**config.mk**
```make
export PLATFORM = sky130hd
export DESIGN_NAME = smt_fetch_thread_selector
export DESIGN_NICKNAME = d
export VERILOG_FILES = /design/src/sv/smt_fts_pkg.sv /design/src/sv/smt_fts_lane.sv /design/src/sv/smt_fts_merge.sv /design/src/sv/smt_fetch_thread_selector.sv
export SDC_FILE = /design/constraint.sdc
export NUM_CORES = 1
export LEC_CHECK = 0
export ABC_AREA = 1
export BUFFER_PORTS_ARGS = -buffer_cell sky130_fd_sc_hd__buf_2
export CORE_MARGIN = 4
export CORE_UTILIZATION = 46
export DETAILED_ROUTE_END_ITERATION = 8
export MAX_ROUTING_LAYER = met4
export PLACE_DENSITY = 0.69
export REMOVE_ABC_BUFFERS = 1
export SLEW_MARGIN = 20
export SYNTH_ARGS = -nofsm -noshare
export SYNTH_HDL_FRONTEND = slang
export SYNTH_SLANG_ARGS = --single-unit
export TNS_END_PERCENT = 30
```
**constraint.sdc**
```tcl
create_clock -name clk_i -period 18.3 [get_ports clk_i]
set_input_delay 2.745 -clock clk_i [delete_from_list [all_inputs] [get_ports clk_i]]
set_output_delay 2.745 -clock clk_i [all_outputs]
set_load 0.005 [all_outputs]
```
**src/sv/smt_fts_pkg.sv**
```systemverilog
// Shared types, constants and helper functions for the SMT fetch thread selector.
package smt_fts_pkg;

  localparam int unsigned LANES   = 4;
  localparam int unsigned THREADS = 4;
  localparam int unsigned CNT_W   = 48;
  localparam int unsigned CFG_W   = 32;
  localparam int unsigned IDX_W   = 3;

  localparam logic [1:0] MODE_SHARED    = 2'd0;
  localparam logic [1:0] MODE_TIMESLICE = 2'd1;
  localparam logic [1:0] MODE_SOE       = 2'd2;

  localparam logic [IDX_W-1:0] REG_FETCH_MODE      = 3'd0;
  localparam logic [IDX_W-1:0] REG_THREADS_IN_USE  = 3'd1;
  localparam logic [IDX_W-1:0] REG_QUANTUM_CYCLES  = 3'd2;
  localparam logic [IDX_W-1:0] REG_SWITCH_PENALTY  = 3'd3;
  localparam logic [IDX_W-1:0] REG_FAIRNESS_MARGIN = 3'd4;

  localparam logic [1:0]  RST_FETCH_MODE      = MODE_SHARED;
  localparam logic [2:0]  RST_THREADS_IN_USE  = 3'd4;
  localparam logic [31:0] RST_QUANTUM_CYCLES  = 32'd1000;
  localparam logic [7:0]  RST_SWITCH_PENALTY  = 8'd0;
  localparam logic [23:0] RST_FAIRNESS_MARGIN = 24'd100000;

  localparam int unsigned MAX_ACTIVE = (THREADS < LANES) ? THREADS : LANES;

  typedef struct packed {
    logic [3:0]       eligible_mask;
    logic [3:0]       long_latency_mask;
    logic [3:0]       running_mask;
    logic [CNT_W-1:0] committed_t0;
    logic [CNT_W-1:0] committed_t1;
    logic [CNT_W-1:0] committed_t2;
    logic [CNT_W-1:0] committed_t3;
  } fts_in_t;

  typedef struct packed {
    logic [3:0] fetch_grant_mask;
    logic [1:0] selected_thread;
    logic       switched;
    logic [7:0] stall_cycles;
  } fts_out_t;

  // Per-thread flags found by one lane
  typedef struct packed {
    logic elig;
    logic llat;
    logic run;
    logic unfair;
  } fts_lane_t;

  // Decision handed from the merge stage to the top level
  typedef struct packed {
    logic [3:0] grant;
    logic [1:0] ptr;
    logic       switched;
  } fts_dec_t;

  // Thread count taking part: zero acts as one, clamp to the lanes present
  function automatic logic [2:0] active_count(input logic [2:0] tiu);
    logic [2:0] n;
    n = tiu;
    if (n == 3'd0) n = 3'd1;
    if (n > 3'(MAX_ACTIVE)) n = 3'(MAX_ACTIVE);
    return n;
  endfunction

  // Pointer reduced modulo the thread count (count is 1..4)
  function automatic logic [1:0] ptr_mod(input logic [1:0] ptr, input logic [2:0] n);
    logic [1:0] r;
    unique case (n)
      3'd1:    r = 2'd0;
      3'd2:    r = {1'b0, ptr[0]};
      3'd3:    r = (ptr == 2'd3) ? 2'd0 : ptr;
      default: r = ptr;
    endcase
    return r;
  endfunction

endpackage

```
**src/sv/smt_fts_lane.sv**
```systemverilog
// One thread lane: gathers the thread's flags and checks its fairness lead.
module smt_fts_lane (
  input  logic                        elig_i,
  input  logic                        llat_i,
  input  logic                        run_i,
  input  logic [smt_fts_pkg::CNT_W-1:0] committed_i,
  input  logic [smt_fts_pkg::CNT_W:0]   cur_limit_i,
  output smt_fts_pkg::fts_lane_t      flags_o
);
  import smt_fts_pkg::*;

  always_comb begin
    flags_o.elig   = elig_i;
    flags_o.llat   = llat_i;
    flags_o.run    = run_i;
    // Candidate is unfair when its count leads the current thread's by more than the margin
    flags_o.unfair = {1'b0, committed_i} > cur_limit_i;
  end

endmodule

```
**src/sv/smt_fts_merge.sv**
```systemverilog
// Merge stage: combines lane flags into the grant, the new pointer and the switch flag.
module smt_fts_merge (
  input  logic [1:0]                                mode_i,
  input  logic [2:0]                                n_i,
  input  logic [1:0]                                cur_i,
  input  logic                                      expired_i,
  input  smt_fts_pkg::fts_lane_t [smt_fts_pkg::LANES-1:0] lanes_i,
  output smt_fts_pkg::fts_dec_t                     dec_o
);
  import smt_fts_pkg::*;

  logic [2:0] limit;
  logic [2:0] cand;
  logic [1:0] sel;
  logic       found;
  logic       must;
  logic       trigger;
  logic       hit;
  logic [3:0] elig_act;

  always_comb begin
    for (int t = 0; t < LANES; t++) begin
      elig_act[t] = lanes_i[t].elig && (3'(t) < n_i);
    end
    must    = !lanes_i[cur_i].run;
    trigger = expired_i || lanes_i[cur_i].llat || must;
    limit   = (mode_i == MODE_TIMESLICE) ? n_i : (n_i - 3'd1);
    found   = 1'b0;
    sel     = cur_i;
    cand    = 3'd0;
    hit     = 1'b0;
    // Walk the candidates in round-robin order after the current thread
    for (int k = 1; k <= LANES; k++) begin
      cand = {1'b0, cur_i} + 3'(k);
      if (cand >= n_i) cand = cand - n_i;
      if (mode_i == MODE_TIMESLICE) begin
        hit = lanes_i[cand[1:0]].elig;
      end else begin
        hit = lanes_i[cand[1:0]].elig &&
              (must || (!lanes_i[cand[1:0]].unfair && !lanes_i[cand[1:0]].llat));
      end
      if (!found && (3'(k) <= limit) && hit) begin
        found = 1'b1;
        sel   = cand[1:0];
      end
    end

    dec_o = '0;
    unique case (mode_i)
      MODE_SHARED: begin
        dec_o.grant = elig_act;
        dec_o.ptr   = cur_i;
      end
      MODE_TIMESLICE: begin
        dec_o.ptr   = sel;
        dec_o.grant = found ? (4'b0001 << sel) : 4'b0000;
      end
      MODE_SOE: begin
        dec_o.switched = trigger && found;
        dec_o.ptr      = dec_o.switched ? sel : cur_i;
      end
      default: begin
        dec_o.ptr = cur_i;
      end
    endcase
  end

endmodule

```
**src/sv/smt_fetch_thread_selector.sv**
```systemverilog
// Top level of the SMT fetch thread selector.
// The result of an input transfer is in the output register in the cycle after it.
// Throughput: one item per cycle while the output is not stalled; the pointer and switch-age update on each item.
// The output register lets a new item in while the held result is being taken.
// Reset clears pointer, switch age and output valid, and loads register defaults.
module smt_fetch_thread_selector (
  input  logic                             clk_i,
  input  logic                             rst_ni,
  input  logic                             cfg_we_i,
  input  logic [smt_fts_pkg::IDX_W-1:0]    cfg_idx_i,
  input  logic [smt_fts_pkg::CFG_W-1:0]    cfg_wdata_i,
  input  logic                             in_valid_i,
  output logic                             in_stall_o,
  input  smt_fts_pkg::fts_in_t             in_data_i,
  output logic                             out_valid_o,
  input  logic                             out_stall_i,
  output smt_fts_pkg::fts_out_t            out_data_o
);
  import smt_fts_pkg::*;

  logic [1:0]  mode_q;
  logic [2:0]  tiu_q;
  logic [31:0] quantum_q;
  logic [7:0]  penalty_q;
  logic [23:0] margin_q;

  logic [1:0]  ptr_q, ptr_d;
  // Items accepted since the last switch, counting the switch item; restarts at one on a switch
  logic [63:0] elapsed_q, elapsed_d;
  logic        out_valid_q;
  fts_out_t    out_q, out_d;

  logic             accept;
  logic [2:0]       n;
  logic [1:0]       cur;
  logic             expired;
  logic [CNT_W-1:0] committed [LANES];
  logic [CNT_W:0]   cur_limit;
  fts_lane_t [LANES-1:0] lanes;
  fts_dec_t         dec;

  assign accept     = in_valid_i && !in_stall_o;
  assign in_stall_o = out_valid_q && out_stall_i;
  assign out_valid_o = out_valid_q;
  assign out_data_o  = out_q;

  assign n   = active_count(tiu_q);
  assign cur = ptr_mod(ptr_q, n);
  assign expired = (|elapsed_q[63:32]) || (elapsed_q[31:0] > quantum_q);

  assign committed[0] = in_data_i.committed_t0;
  assign committed[1] = in_data_i.committed_t1;
  assign committed[2] = in_data_i.committed_t2;
  assign committed[3] = in_data_i.committed_t3;
  assign cur_limit = {1'b0, committed[cur]} + (CNT_W + 1)'(margin_q);

  for (genvar g = 0; g < LANES; g++) begin : g_lane
    smt_fts_lane u_lane (
      .elig_i      (in_data_i.eligible_mask[g]),
      .llat_i      (in_data_i.long_latency_mask[g]),
      .run_i       (in_data_i.running_mask[g]),
      .committed_i (committed[g]),
      .cur_limit_i (cur_limit),
      .flags_o     (lanes[g])
    );
  end

  smt_fts_merge u_merge (
    .mode_i    (mode_q),
    .n_i       (n),
    .cur_i     (cur),
    .expired_i (expired),
    .lanes_i   (lanes),
    .dec_o     (dec)
  );

  always_comb begin
    // Shared and unused modes leave the pointer exactly as it stands
    ptr_d     = ((mode_q == MODE_TIMESLICE) || (mode_q == MODE_SOE)) ? dec.ptr : ptr_q;
    elapsed_d = dec.switched ? 64'd1 : (elapsed_q + 64'd1);
    out_d.selected_thread = ptr_d;
    out_d.switched        = dec.switched;
    out_d.stall_cycles    = dec.switched ? penalty_q : 8'd0;
    // In SOE mode, grant the pointed thread if eligible, but drop the grant on a switch when a penalty applies
    if (mode_q == MODE_SOE) begin
      out_d.fetch_grant_mask =
        (in_data_i.eligible_mask[dec.ptr] && !(dec.switched && (penalty_q != 8'd0))) ?
        (4'b0001 << dec.ptr) : 4'b0000;
    end else begin
      out_d.fetch_grant_mask = dec.grant;
    end
  end

  always_ff @(posedge clk_i or negedge rst_ni) begin
    if (!rst_ni) begin
      mode_q    <= RST_FETCH_MODE;
      tiu_q     <= RST_THREADS_IN_USE;
      quantum_q <= RST_QUANTUM_CYCLES;
      penalty_q <= RST_SWITCH_PENALTY;
      margin_q  <= RST_FAIRNESS_MARGIN;
    end else if (cfg_we_i) begin
      unique case (cfg_idx_i)
        REG_FETCH_MODE:      mode_q    <= cfg_wdata_i[1:0];
        REG_THREADS_IN_USE:  tiu_q     <= cfg_wdata_i[2:0];
        REG_QUANTUM_CYCLES:  quantum_q <= cfg_wdata_i[31:0];
        REG_SWITCH_PENALTY:  penalty_q <= cfg_wdata_i[7:0];
        REG_FAIRNESS_MARGIN: margin_q  <= cfg_wdata_i[23:0];
        default: ;
      endcase
    end
  end

  always_ff @(posedge clk_i or negedge rst_ni) begin
    if (!rst_ni) begin
      ptr_q       <= 2'd0;
      elapsed_q   <= 64'd0;
      out_valid_q <= 1'b0;
    end else begin
      if (accept) begin
        ptr_q       <= ptr_d;
        elapsed_q   <= elapsed_d;
        out_valid_q <= 1'b1;
      end else if (!out_stall_i) begin
        out_valid_q <= 1'b0;
      end
    end
  end

  always_ff @(posedge clk_i) begin
    if (accept) begin
      out_q <= out_d;
    end
  end

  a_switch_one_hot: assert property (@(posedge clk_i) disable iff (!rst_ni)
    (out_valid_q && out_q.switched) |-> $onehot0(out_q.fetch_grant_mask))
    else $error("grant not one-hot on a switch");

  a_switch_resets_age: assert property (@(posedge clk_i) disable iff (!rst_ni)
    (accept && dec.switched) |=> (elapsed_q == 64'd1))
    else $error("switch age not restarted");

  a_age_advances: assert property (@(posedge clk_i) disable iff (!rst_ni)
    (accept && !dec.switched) |=> (elapsed_q == $past(elapsed_q) + 64'd1))
    else $error("switch age did not advance");

  a_stall_needs_result: assert property (@(posedge clk_i) disable iff (!rst_ni)
    !out_valid_q |-> !in_stall_o)
    else $error("input stalled with empty output register");

endmodule
```
==> flow_metrics.tcl, run 1 <==
set metrics [dict create \
    status "finished clean" \
    drive_above_1_share_pct 14.2 \
    cts_setup_buffers 0 \
    start_util_pct 46.4 \
    powerDensity_nw_per_um2 181 \
    drc 0 \
    cts.clk_slew.worst_paths_ns 0.07 \
    ctsLongestPathBuffers 2 \
    crit_path_top_delay_cell "nand2_4" \
    fin_nets 3306 \
    endpoint_kind "register" \
    worstSetupPathType "register to register" \
    yosys.area.top_type "ha_1" \
    cts.sinks 151 \
    ctsResizeCount 0 \
    rsz0062_at_grt "no" \
    antenna_found_initial 3 \
    routed-via-count 18700 \
    synth_area_leaders "ha_1 19%, dfrtp_1 18%, nand2_1 11%" \
    place_inst 3295 \
    path_delay_family "simple AND/OR/NAND/NOR gates" \
    tns_ns 0 \
    vdd_drop_max_mv 0.0860 \
    track_usage_pct 31.9 \
    die_w_um 203 \
    yosysWarnings 0 \
    fin_worst_skew_ns 0.0104 \
    hold_buffers 0 \
    r2r_setup_slack_ns 7.18 \
    dieArea_um2 41100 \
    grt_pass1_wl_mm 101 \
    fin_crit_sh_pct 60.8 \
    h-tree-depth 4 \
    clock_latency_ns 0.44 \
    seq_area_um2 3870 \
    synth_cells 2573 \
    final_core_util_pct 52.6 \
    dr.pass1.iters 8 \
    grt_max_degree 80 \
    hp-start "penalty_q[3]" \
    placed_cell_area_um2 19200 \
    crit_buf_inv 6 \
    maxCapViolCount 0 \
    final_area_um2 19800 \
    cp-start-kind "register" \
    detail-route-antenna-nets 0 \
    hold_path_end "penalty_q[3]" \
    slowest_delay_ns 0.60 \
    synthArstFlopShare_pct 90.1 \
    rows 71 \
    worst_slew_pin_slew_ns 1.03 \
    synth.most_common_cell "nand2_1" \
    r2r_end "out_data_o[12]" \
    drv_slew 0 \
    dp_hpwl_mm 54.6 \
    ys_seq_area_share_pct 22.2 \
    relSlewSlack_pct 31.2 \
    io_pins 261 \
    ys_ff_latch 151 \
    synthFlopType "dfrtp_1" \
    grt_pass1_vias 17800 \
    ys_types 67 \
    regToRegStartpoint "tiu_q[1]" \
    finalPower_mw 3.57 \
    cts_tree "built" \
    hold_violations 0 \
    totalWireLength_mm 65.6 \
    crit_fanout 79 \
    reg2regPathDepth 54 \
    finalCriticalPeriod_ns 11.12 \
    drt_iter0_markers 1463 \
    synth.top_cell.area_share_pct 18.5 \
    port_buffers 260 \
    syn-cell-area_um2 17400 \
    multi_input_area_um2 11800 \
    cts_root_buf "clkbuf_16" \
    wl_per_cell_um 19.7 \
    grt_overflow_total 0 \
    area_growth_pct 13.3 \
    worstPathArrival_ns 11.32 \
    hold_depth 2 \
    final_cells 3331 \
    leakage_nw 10.5 \
    fillers 3849 \
    synth_edf_count 15 \
    yosys-top-cells-count "530 x nand2_1, 370 x inv_1, 258 x ha_1, 240 x nor2_1, 183 x nand3_1" \
    min_path_type "register to register" \
    syn_avg_cell_area_um2 6.78 \
    fmax_ghz 0.0899 \
    viasPerCell 5.61 \
    cp_common_cell "nand2_1" \
    required_ns 18.50 \
    fp.coreArea_um2 37600 \
    setup_viol 0 \
    cts_made_buffers 17 \
    gp_congestion 1.08 \
    fp.dieH_um 203 \
]
-- routing by layer --
layer / wire length, um / GRT usage (%) / up-vias / part of all wire (%)
met5: 0 / - / - / 0
met3: 4290 / 3.77 / 109 / 6.5
met1: 28100 / 41.0 / 8758 / 43
met2: 31200 / 53.0 / 695 / 48
met4: 2020 / 9.53 / 0 / 3.1
li1: - / - / 9127 / -
-- how the worst max path moves through the flow --
| stage | start | end | slack (ns) | cells after the start |
|---|---|---|---|---|
| 5_1_grt | tiu_q[1] | out_data_o[11] | 6.41 | 55 |
| 4_1_cts | tiu_q[1] | elapsed_q[29] | 7.20 | 51 |
| 3_3_place_gp | in_data_i[1] | elapsed_q[29] | 7.17 | 43 |
| 2_1_floorplan | in_data_i[1] | elapsed_q[29] | 9.74 | 40 |
| 3_5_place_dp | in_data_i[1] | elapsed_q[8] | 7.17 | 43 |
| 6_report | tiu_q[1] | out_data_o[12] | 7.18 | 54 |
-- area by class of cell --
class | count | share of cell area [%]
clock buffers | 17 | 2.15
clock inverters | 15 | 0.792
multi-input cells | 1975 | 59.9
inverters | 391 | 7.43
repair buffers | 267 | 6.88
well taps | 511 | 3.24
flip-flops and latches | 151 | 19.6
diodes | 4 | 0.0507
-- flip-flops by register name, summed over array words and instances, names as in the netlist --
signal and cells:
mode_q 2, quantum_q 32, elapsed_q 64, out_valid_o 1
out_data_o 15, tiu_q 3, penalty_q 8, ptr_q 2
margin_q 24
-- worst min-delay path, cell delays in order, from the launching register on --
cell and delay, ns:
dfrtp_1 0.34, nand2_1 0.05, o21ai_0 0.06
-- layout by cell type (no fill, tap or decap), drive strengths merged, types with 3 or more instances in the layout --
master and count:
a21boi 3, edfxtp 15, nand3b 11, buf 267, ha 258, xnor2 18
a32o 4, o21bai 9, clkinv 6, o211ai 10, clkbuf 17, o21a 4
nor3b 3, clkinvlp 3, dfstp 13, nor4 34, a21oi 154, nand3 190
diode 4, nor2 247, o31ai 6, nor3 58, inv 396, nand2 558
o22ai 23, or2 19, a211oi 11, a32oi 8, nand4 65, o21ai 186
a21o 10, a31oi 12, xor2 50, dfrtp 123, o221ai 6
-- cells by family after synthesis --
kind of cell               synth area share [%]
buffers and inverters                      10.1
and+or+nand+nor                            30.6
adders and majority gates                  18.6
DFF                                        22.2
AOI/OAI and AO/OA                          15.1
xor gates and xnor gates                   3.41
-- power by group --
group	total (mW)	internal [mW]	switching [mW]	leakage [nW]
registers	0.484	0.417	0.0668	1.88
clock network	0.349	0.193	0.157	0.278
logic	2.74	0.910	1.83	8.30
total	3.57	1.52	2.05	10.5
-- per-stage QoR --
step                setup slack [ns]  hold WS, ns
detailed placement              7.17        0.476
finish                          7.18        0.488
floorplan                       9.74        0.453
CTS                             7.20        0.493
global route                    6.41        0.509
global placement                7.17        0.465
(Power assumes the default switching activity.)
==> run 2: changes to the inputs <==
--- a/config.mk
+++ b/config.mk
@@ -11,7 +11,7 @@
 export CORE_UTILIZATION = 46
 export DETAILED_ROUTE_END_ITERATION = 8
 export MAX_ROUTING_LAYER = met4
-export PLACE_DENSITY = 0.69
+export PLACE_DENSITY = 0.71
 export REMOVE_ABC_BUFFERS = 1
 export SLEW_MARGIN = 20
 export SYNTH_ARGS = -nofsm -noshare
==> constraint.sdc (replaced) <==
create_clock -name clk_i -period 9.21 [get_ports clk_i]
set_input_delay 1.3815 -clock clk_i [delete_from_list [all_inputs] [get_ports clk_i]]
set_output_delay 1.3815 -clock clk_i [all_outputs]
set_load 0.005 [all_outputs]
==> flow_metrics.tcl, run 2 (synthesized netlist as in run 1, its figures left out) <==
set metrics [dict create \
    grt_overflow_total 0 \
    final_core_util_pct 53.4 \
    fillers 3769 \
    rows 71 \
    p_sw_mw 4.16 \
    h-tree-depth 4 \
    gp_congestion 1.06 \
    antenna_found_initial 1 \
    grt_max_degree 70 \
    power_frac_seq_pct 13.1 \
    fin_worst_skew_ns 0.0207 \
    cts_tree "built" \
    endpoint_kind "register" \
    worstSetupPathType "register to register" \
    clockPowerShare_pct 9.2 \
    slowest_delay_ns 0.61 \
    track_usage_pct 33.1 \
    powerDensity_nw_per_um2 361 \
    dieArea_um2 41100 \
    maxCapViolCount 0 \
    worstPathArrival_ns 8.77 \
    io_pins 261 \
    fp.coreArea_um2 37600 \
    die_w_um 203 \
    fin_crit_sh_pct 93.0 \
    final_cells 3351 \
    cts_made_buffers 17 \
    intPower_mw 3.09 \
    setup_viol 0 \
    area_growth_pct 15.1 \
    relSlewSlack_pct 35.0 \
    port_buffers 260 \
    reg_top3 "elapsed_q (64), quantum_q (32), margin_q (24)" \
    cp-start-kind "register" \
    vdd_drop_max_mv 0.182 \
    worst_slew_pin_slew_ns 0.966 \
    cts_root_buf "clkbuf_16" \
    fin_nets 3329 \
    start_util_pct 46.4 \
    largest-register "elapsed_q" \
    final_cell_mix "526 x nand2_1, 370 x inv_1, 259 x buf_2" \
    ctsLongestPathBuffers 2 \
    viasPerCell 5.64 \
    p_sw_share_pct 57.4 \
    required_ns 9.42 \
    p_comb_share_pct 77.8 \
    drt_iter0_markers 1502 \
    dp_hpwl_mm 57.5 \
    wl_per_cell_um 20.4 \
    crit_path_top_delay_cell "dfstp_2" \
    cts.clk_slew.worst_paths_ns 0.08 \
    grt_pass1_vias 18300 \
    drv_slew 0 \
    fmax_ghz 0.117 \
    fin_hold_ws_ns 0.485 \
    grt_pass1_wl_mm 104 \
    routed-via-count 18900 \
    cp_common_cell "nand2_1" \
    final_common_cell "nand2_1" \
    detail-route-antenna-nets 0 \
    largest_reg_flops 64 \
    dr.pass1.iters 8 \
    min_path_type "register to register" \
    drc 0 \
    status "finished clean" \
    fp.dieH_um 203 \
    crit_fanout 32 \
    cts.sinks 151 \
    finalCriticalPeriod_ns 8.57 \
    place_inst 3311 \
    hold_violations 0 \
    totalWireLength_mm 68.2 \
    drive_above_1_share_pct 15.7 \
    leakage_nw 10.6 \
    clock_latency_ns 0.45 \
]
run 2: changes by cell type in the layout (fill, tap and decap cells not counted), sizes merged:
| cell | delta |
|---|---|
| inv | +1 |
| clkinvlp | -3 |
| buf | +22 |
| bufinv | -1 |
| clkinv | +1 |
| clkbuf | +3 |
| diode | -3 |
run 2: repair_timing:
item	in CTS	in global routing
hold buffers	0	0
pin swaps	0	9
resized for setup	1	30
setup endpoints to repair	15	81
buffers inserted	0	6
cloned	0	1
run 2: area by class of cell:
type	count	area, um2	area share, %
tap	511	639	3.18
multi-input combinational	1975	12000	59.6
clock inverter	13	106	0.530
clock buffer	19	433	2.16
sequential	151	3870	19.3
timing repair buffer	290	1590	7.90
antenna	1	2.50	0.0125
inverter	391	1470	7.31
run 2: layer usage:
| layer | GRT usage (%) | vias up | share of wire (%) |
|---|---|---|---|
| met1 | 41.8 | 8912 | 43 |
| li1 | - | 9172 | - |
| met2 | 56.8 | 673 | 48 |
| met5 | - | - | 0 |
| met3 | 2.65 | 127 | 5.6 |
| met4 | 10.2 | 0 | 3.5 |
run 2: final timing paths:
kind | startpoint | endpoint | slack (ns) | cells past startpoint
max | tiu_q[2] | out_data_o[14] | 0.64 | 53
min reg2reg | out_valid_o | out_valid_o | 0.48 | 2
max reg2reg | tiu_q[2] | out_data_o[14] | 0.64 | 53
min in group asynchronous | rst_ni | elapsed_q[54] | 0.93 | 1
max in group asynchronous | rst_ni | quantum_q[18] | 6.89 | 2
min | out_valid_o | out_valid_o | 0.48 | 2
run 2: power by group through the flow:
stage               Clock [mW]  Combinational [mW]  Sequential [mW]
floorplan                    0                3.71            0.929
global placement             0                5.36            0.951
detailed placement           0                5.41            0.953
CTS                      0.677                5.44            0.943
global route             0.706                6.26            0.965
finish                   0.663                5.64            0.946
run 2: metrics by stage:
step	area (um2)	TNS [ns]	setup WS (ns)	total power [mW]
floorplan	17200	0	0.844	4.64
global placement	19300	-0.00478	-0.00170	6.31
detailed placement	19300	-0.418	-0.113	6.37
CTS	19800	0	0.0733	7.06
global route	20100	-0.269	-0.0775	7.93
finish	20100	0	0.644	7.24
run 2: worst max-delay path, delay by kind of cell, from the launching register on:
family	cells	cell delay [ns]
AO/OA/AOI/OAI	8	1.72
adder cells (fa/ha/maj)	4	1.08
buffers and inverters	7	0.82
AND/OR/NAND/NOR	33	3.97
flip-flops	1	0.61
XOR/XNOR	1	0.11
